===== src/design/r2h_pkg.sv =====
// Shared types and constants for the RGB to HSV converter.
package r2h_pkg;

  localparam int unsigned CH_W      = 8;
  localparam int unsigned HSV_W     = 16;
  localparam int unsigned DELTA6_W  = CH_W + 3;
  localparam int unsigned HUE_NUM_W = DELTA6_W + HSV_W;
  localparam int unsigned SAT_NUM_W = CH_W + HSV_W;
  localparam int unsigned PRE_LAT   = 3;
  localparam int unsigned DIV_LAT   = HSV_W;
  localparam int unsigned TOTAL_LAT = PRE_LAT + DIV_LAT;

  typedef enum logic [1:0] {
    SEG_RED,
    SEG_GREEN,
    SEG_BLUE
  } seg_e;

  typedef struct packed {
    logic [CH_W-1:0] value;
    logic [CH_W-1:0] alpha;
  } side_t;

endpackage


===== src/design/r2h_divider.sv =====
// Pipelined restoring divider, one quotient bit per register stage.
module r2h_divider import r2h_pkg::*; #(
  parameter int unsigned NUM_W = 27,
  parameter int unsigned DEN_W = 11,
  parameter int unsigned Q_W   = 16
) (
  input  logic             clk_i,
  input  logic             en_i,
  input  logic [NUM_W-1:0] num_i,
  input  logic [DEN_W-1:0] den_i,
  output logic [Q_W-1:0]   quot_o
);

  // num_i must be below den_i << Q_W; DEN_W + Q_W - 1 must not exceed NUM_W + 1.
  logic [NUM_W-1:0] rem_q  [0:Q_W-2];
  logic [DEN_W-1:0] den_q  [0:Q_W-2];
  logic [Q_W-1:0]   quot_q [0:Q_W-1];

  for (genvar k = 0; k < Q_W; k++) begin : g_stage
    logic [NUM_W-1:0] rem_in;
    logic [DEN_W-1:0] den_in;
    logic [Q_W-1:0]   quot_in;
    logic [NUM_W:0]   trial;
    logic [NUM_W-1:0] rem_d;
    logic [Q_W-1:0]   quot_d;

    if (k == 0) begin : g_first
      assign rem_in  = num_i;
      assign den_in  = den_i;
      assign quot_in = '0;
    end else begin : g_next
      assign rem_in  = rem_q[k-1];
      assign den_in  = den_q[k-1];
      assign quot_in = quot_q[k-1];
    end

    assign trial  = {1'b0, rem_in}
                  - ({{(NUM_W + 1 - DEN_W){1'b0}}, den_in} << (Q_W - 1 - k));
    assign rem_d  = trial[NUM_W] ? rem_in : trial[NUM_W-1:0];
    assign quot_d = quot_in | ({{(Q_W - 1){1'b0}}, ~trial[NUM_W]} << (Q_W - 1 - k));

    always_ff @(posedge clk_i) begin
      if (en_i) begin
        quot_q[k] <= quot_d;
      end
    end

    if (k < Q_W - 1) begin : g_carry
      always_ff @(posedge clk_i) begin
        if (en_i) begin
          rem_q[k] <= rem_d;
          den_q[k] <= den_in;
        end
      end
    end
  end

  assign quot_o = quot_q[Q_W-1];

endmodule


===== src/design/rgb_to_hsv_converter.sv =====
// RGB to HSV converter top level: prep stages, two dividers, output valid chain.
//
// Accepts one RGBA pixel per clock while not stalled and returns hue,
// saturation, value and the passed-through alpha: three stages find
// max/min, the hue segment and the division operands, then two 16-stage
// restoring dividers (one quotient bit per stage) produce hue and saturation
// side by side. The whole pipe advances when the output register is empty or
// being taken, so a stalled output holds every stage and nothing is lost.
module rgb_to_hsv_converter import r2h_pkg::*; (
  input  logic            clk_i,
  input  logic            rst_ni,
  input  logic            in_valid_i,
  output logic            in_ready_o,
  input  logic [CH_W-1:0] red_in_i,
  input  logic [CH_W-1:0] green_in_i,
  input  logic [CH_W-1:0] blue_in_i,
  input  logic [CH_W-1:0] alpha_in_i,
  output logic            out_valid_o,
  input  logic            out_ready_i,
  output logic [HSV_W-1:0] hue_out_o,
  output logic [HSV_W-1:0] sat_out_o,
  output logic [CH_W-1:0] value_out_o,
  output logic [CH_W-1:0] alpha_out_o
);

  logic en;
  logic [TOTAL_LAT-1:0] vld_q;

  assign en         = ~vld_q[TOTAL_LAT-1] | out_ready_i;
  assign in_ready_o = en;

  always_ff @(posedge clk_i or negedge rst_ni) begin
    if (!rst_ni) begin
      vld_q <= '0;
    end else if (en) begin
      vld_q <= {vld_q[TOTAL_LAT-2:0], in_valid_i};
    end
  end

  // stage 1: max, min, segment
  logic [CH_W-1:0] mx_d, mn_d;
  seg_e            seg_d;
  logic [CH_W-1:0] r1_q, g1_q, b1_q, a1_q, mx1_q, mn1_q;
  seg_e            seg1_q;

  always_comb begin
    mx_d = red_in_i;
    mn_d = red_in_i;
    if (green_in_i > mx_d) mx_d = green_in_i;
    if (blue_in_i > mx_d) mx_d = blue_in_i;
    if (green_in_i < mn_d) mn_d = green_in_i;
    if (blue_in_i < mn_d) mn_d = blue_in_i;
    if (red_in_i >= green_in_i && red_in_i >= blue_in_i) begin
      seg_d = SEG_RED;
    end else if (green_in_i >= blue_in_i) begin
      seg_d = SEG_GREEN;
    end else begin
      seg_d = SEG_BLUE;
    end
  end

  always_ff @(posedge clk_i) begin
    if (en) begin
      r1_q   <= red_in_i;
      g1_q   <= green_in_i;
      b1_q   <= blue_in_i;
      a1_q   <= alpha_in_i;
      mx1_q  <= mx_d;
      mn1_q  <= mn_d;
      seg1_q <= seg_d;
    end
  end

  // stage 2: delta and channel difference
  logic [CH_W:0]   diff_d;
  logic [CH_W-1:0] delta2_q, mx2_q, a2_q;
  logic [CH_W:0]   diff2_q;
  seg_e            seg2_q;

  always_comb begin
    case (seg1_q)
      SEG_RED:   diff_d = {1'b0, g1_q} - {1'b0, b1_q};
      SEG_GREEN: diff_d = {1'b0, b1_q} - {1'b0, r1_q};
      SEG_BLUE:  diff_d = {1'b0, r1_q} - {1'b0, g1_q};
      default:   diff_d = '0;
    endcase
  end

  always_ff @(posedge clk_i) begin
    if (en) begin
      delta2_q <= mx1_q - mn1_q;
      diff2_q  <= diff_d;
      mx2_q    <= mx1_q;
      a2_q     <= a1_q;
      seg2_q   <= seg1_q;
    end
  end

  // stage 3: hue numerator and division operands
  logic [CH_W+1:0]     off_d;
  logic [DELTA6_W-1:0] d6_d;
  logic [DELTA6_W:0]   sum_d, wrap_d;
  logic                zero_d;
  logic [HUE_NUM_W-1:0] hnum_q;
  logic [DELTA6_W-1:0]  hden_q;
  logic [SAT_NUM_W-1:0] snum_q;
  logic [CH_W-1:0]      sden_q;
  side_t                side3_q;

  assign zero_d = (delta2_q == '0);
  assign d6_d   = {1'b0, delta2_q, 2'b00} + {2'b00, delta2_q, 1'b0};

  always_comb begin
    case (seg2_q)
      SEG_RED:   off_d = '0;
      SEG_GREEN: off_d = {1'b0, delta2_q, 1'b0};
      SEG_BLUE:  off_d = {delta2_q, 2'b00};
      default:   off_d = '0;
    endcase
    sum_d  = {{(DELTA6_W - CH_W){diff2_q[CH_W]}}, diff2_q} + {2'b00, off_d};
    wrap_d = sum_d[DELTA6_W] ? (sum_d + {1'b0, d6_d}) : sum_d;
  end

  always_ff @(posedge clk_i) begin
    if (en) begin
      hnum_q  <= {wrap_d[DELTA6_W-1:0], {HSV_W{1'b0}}};
      hden_q  <= zero_d ? DELTA6_W'(1) : d6_d;
      snum_q  <= {delta2_q, {HSV_W{1'b0}}} - {{HSV_W{1'b0}}, delta2_q};
      sden_q  <= zero_d ? CH_W'(1) : mx2_q;
      side3_q <= '{value: mx2_q, alpha: a2_q};
    end
  end

  // divider stages
  r2h_divider #(
    .NUM_W (HUE_NUM_W),
    .DEN_W (DELTA6_W),
    .Q_W   (HSV_W)
  ) u_hue_div (
    .clk_i  (clk_i),
    .en_i   (en),
    .num_i  (hnum_q),
    .den_i  (hden_q),
    .quot_o (hue_out_o)
  );

  r2h_divider #(
    .NUM_W (SAT_NUM_W),
    .DEN_W (CH_W),
    .Q_W   (HSV_W)
  ) u_sat_div (
    .clk_i  (clk_i),
    .en_i   (en),
    .num_i  (snum_q),
    .den_i  (sden_q),
    .quot_o (sat_out_o)
  );

  side_t side_q [0:DIV_LAT-1];

  always_ff @(posedge clk_i) begin
    if (en) begin
      side_q[0] <= side3_q;
      for (int k = 1; k < DIV_LAT; k++) begin
        side_q[k] <= side_q[k-1];
      end
    end
  end

  assign out_valid_o = vld_q[TOTAL_LAT-1];
  assign value_out_o = side_q[DIV_LAT-1].value;
  assign alpha_out_o = side_q[DIV_LAT-1].alpha;

endmodule


===== config.mk =====
export PLATFORM = sky130hd
export DESIGN_NAME = rgb_to_hsv_converter
export DESIGN_NICKNAME = d
export VERILOG_FILES = /design/src/design/r2h_pkg.sv /design/src/design/r2h_divider.sv /design/src/design/rgb_to_hsv_converter.sv
export SDC_FILE = /design/constraint.sdc
export NUM_CORES = 2
export LEC_CHECK = 0
export ABC_AREA = 1
export BUFFER_PORTS_ARGS = -buffer_cell sky130_fd_sc_hd__buf_2
export CORE_ASPECT_RATIO = 0.9
export CORE_MARGIN = 4
export CORE_UTILIZATION = 69
export DETAILED_ROUTE_END_ITERATION = 6
export GPL_ROUTABILITY_DRIVEN = 0
export PLACE_DENSITY = 0.86
export SYNTH_ARGS = -nofsm -noshare
export SYNTH_HDL_FRONTEND = slang
export SYNTH_HIERARCHICAL = 1
export SYNTH_SLANG_ARGS = --single-unit

===== constraint.sdc =====
create_clock -name clk_i -period 108.1 [get_ports clk_i]
set_input_delay 16.215 -clock clk_i [delete_from_list [all_inputs] [get_ports clk_i]]
set_output_delay 16.215 -clock clk_i [all_outputs]
set_load 0.03 [all_outputs]

==> impl_results.md <==
- Dominant cells by area after synthesis: edfxtp_1 60%, nand2_1 9.6%, ha_1 6.0%
- Fraction of final layout cells with drive strength greater than 1: 6.84%
- Setup Viol. Count Final: 0
- Hold Slack: 0.385 ns
- Site row count: 122
- Routed via count: 59507
- Slew at the pin with the worst max-slew slack: between 1 and 1.5 ns
- TritonCTS clock tree: yes
- Max Clock Skew: 0.0350 ns
- Number of filler cells placed in the layout: between 7000 and 8000
- First-pass detailed-route iteration total: 7
- Minimum period implied by the final worst setup slack: between 30 and 40 ns
- Kind of start point of the critical path: input port
- WL met2: roughly 85000 um
- TritonCTS buffer count: 167
- Worst setup path class: input port to output port
- Antenna Diode Count: 0
- Routed met3 length: 13300 um
- Leading post-synthesis cells by instance count: 2204 x nand2_1, 1732 x edfxtp_1, 1218 x inv_1, 652 x nor2_1, 429 x nand3_1
- Worst slew margin relative to its limit: 27.3%
- Cell type with the largest total area after synthesis: edfxtp_1
- Root buffer cell: clkbuf_16
- Die Ht: 343 um
- Max-slew violation count: 0
- Remaining Overflow, GRT: 0
- Highest clock frequency the design can meet: roughly 0.030 GHz
- Maximum number of pins on one net before global-route repair: 195
- Critical path data required time: 91.89 ns
- Top cell type's share of synthesized area: 60.3%
- Setup Total Neg Slack: 0 ns
- Synth warnings: 6
- Max-Cap Viols: 0
- Level count of the clock H-tree: 4
- Post-Syn Instances: 8323
- Wire length of the first global-routing pass: 282000 um
- Portion of the post-synthesis area used by sequential elements: 60.9%
- Share of synthesized registers carrying an async set or reset: around 1.1%
- Detailed-placement wirelength estimate: approximately 120000 um
- Pre-CTS WS: 74.59 ns
- DRC violations left: 2
- Total standard cell area after synthesis: 86200 um2
- Post-CTS Repair Setup Buffers: 0
- Relative area change from synthesis to final layout: 8.66%
- Endpoint type of the worst setup path: output port
- Failing checks: DRC
- Initial standard-cell utilization of the core: a little over two thirds
- Number of synthesized register bits: 1751
- Final worst slack: around 75 ns
- Clock latency on the worst-skew pair: 0.79 ns
- Number of distinct library cells after synthesis: 64
- Detail Route Antenna Nets: 0
- Hold violation total from the final report: 0
- Number of enable flip-flop cells after synthesis: 1732
- Horizontal extent of the die: approximately 380 um
- Hold bufs inserted after CTS: 0
- IO Count: 86
- IO buf count: 85
- Per-cell routed wire length: 16.8 um
- Placeable Area: 123000 um2
- Run status: finished with violations
- Top routing layer used: met4
- Vias in the first global route: 57916
- RSZ-0062 raised after global routing: false
- Post-Route WL: 172000 um
- Worst hold-check path type: flop to flop
- Buffer depth of the longest clock path: 3
- Highest net fanout along the worst path: just under 80
- Number of vias per cell: 5.80
- Met1 Wirelength: between 60000 and 70000 um
- Clock slew at the register clock pins of the worst setup and hold paths: ~0.06 ns
- Total Nets Final: 9008
- Initial antenna violation count: 1
- Detailed router's first-iteration violation count: 6304
- Cell with the most instances after synthesis: nand2_1
- Mean cell area of the mapped netlist: 10.4 um2
- Top_reg_cell synth: edfxtp_1
- Post_cts resized: 0
- Total routing usage reported by global routing: 26.3%
- Worst path arrival time: 17.28 ns
- Die Outline Area: 131000 um2
- Final cycle utilization of the critical path: 31.0%
- Clock Sinks: 1751
critical path: stages:
cell and delay, ns:
buf_2 0.08, inv_1 0.06, nand2_4 0.59, buf_2 0.33
flip-flops by register name (all words and copies together), names as in the netlist, 9 cells and up:
| name | cells |
|---|---|
| u_hue_div/quot_q | 136 |
| side3_q | 16 |
| u_sat_div/rem_q | 360 |
| vld_q | 19 |
| u_sat_div/quot_q | 136 |
| u_sat_div/den_q | 120 |
| hnum_q | 11 |
| snum_q | 23 |
| hden_q | 11 |
| u_hue_div/rem_q | 405 |
| diff2_q | 9 |
| side_q | 256 |
| u_hue_div/den_q | 165 |
cell families (layout without fill, tap and decap cells):
logic type | Yosys count | in the layout | share of synthesized area [%]
AO/OA/AOI/OAI | 782 | 782 | 5.01
XOR/XNOR | 251 | 251 | 2.55
adder cells (fa/ha/maj) | 449 | 449 | 6.84
buffers and inverters | 1372 | 1688 | 6.42
flip-flops | 1751 | 1751 | 60.9
multiplexers | 1 | 1 | 0.0131
other | 1 | 17 | 0.00435
AND/OR/NAND/NOR | 3716 | 3716 | 18.3
routing by layer:
layer / global-route usage [%] / vias to the layer above
li1: - / 28238
met1: 33.5 / 27631
met2: 45.3 / 2987
met3: 4.23 / 651
met4: 11.1 / 0
met5: 0 / -
stage by stage:
step                util, %  cell area [um2]  cells
CTS                    75.9            93700  10267
floorplan                 -            86300   8339
detailed placement     71.4            88200   9966
global route           75.9            93700  10267
finish                 75.9            93700  10267
global placement       71.4            88200   9966
path summary, 6_finish.rpt:
check,start,to,slack [ns],cells after the start
max,out_ready_i,in_ready_o,74.60,4
max in group asynchronous,rst_ni,vld_q[6],92.47,1
min reg2reg,u_hue_div/rem_q[3][4],u_hue_div/rem_q[3][31],0.39,0
min in group asynchronous,rst_ni,vld_q[5],15.35,1
min,u_hue_div/rem_q[3][4],u_hue_div/rem_q[3][31],0.39,0
max reg2reg,vld_q[18],u_sat_div/quot_q[1][121],101.37,7
placed cells by master, fill, tap and decap left out, types with 16 or more instances in the layout:
| cell type | Yosys | routed |
|---|---|---|
| edfxtp_1 | 1732 | 1732 |
| bufinv_16 | 0 | 17 |
| nor2_1 | 652 | 652 |
| nor2_2 | 19 | 19 |
| nand3b_1 | 76 | 76 |
| inv_1 | 1218 | 1218 |
| nand2_1 | 2204 | 2203 |
| a21oi_1 | 369 | 369 |
| xor2_1 | 136 | 136 |
| nand3_1 | 429 | 429 |
| nand2_2 | 36 | 36 |
| inv_2 | 57 | 57 |
| buf_4 | 35 | 16 |
| o21ai_0 | 173 | 173 |
| fa_1 | 37 | 37 |
| buf_2 | 13 | 85 |
| clkinv_1 | 5 | 24 |
| a21o_1 | 16 | 16 |
| o21ai_1 | 121 | 121 |
| or2_2 | 20 | 20 |
| conb_1 | 1 | 17 |
| clkbuf_16 | 0 | 171 |
| dfrtp_1 | 19 | 19 |
| xnor2_1 | 115 | 115 |
| nor3_1 | 72 | 72 |
| o21ai_2 | 44 | 44 |
| clkinv_2 | 0 | 22 |
| clkbuf_1 | 11 | 31 |
| nand4_1 | 125 | 125 |
| ha_1 | 412 | 412 |
cell type report:
class	instances	area, um2	share of cell area [%]
Tap cell	1612	2020	2.15
Sequential cell	1751	52500	56.0
Inverter	1283	4830	5.15
Multi-Input combinational cell	5216	28300	30.2
Clock buffer	205	4440	4.74
Clock inverter	96	1050	1.12
Timing Repair Buffer	104	606	0.646
Power is left out: the tool's default activity adds up to more than one toggle a clock period on the data nets, which glitch-free logic cannot reach.
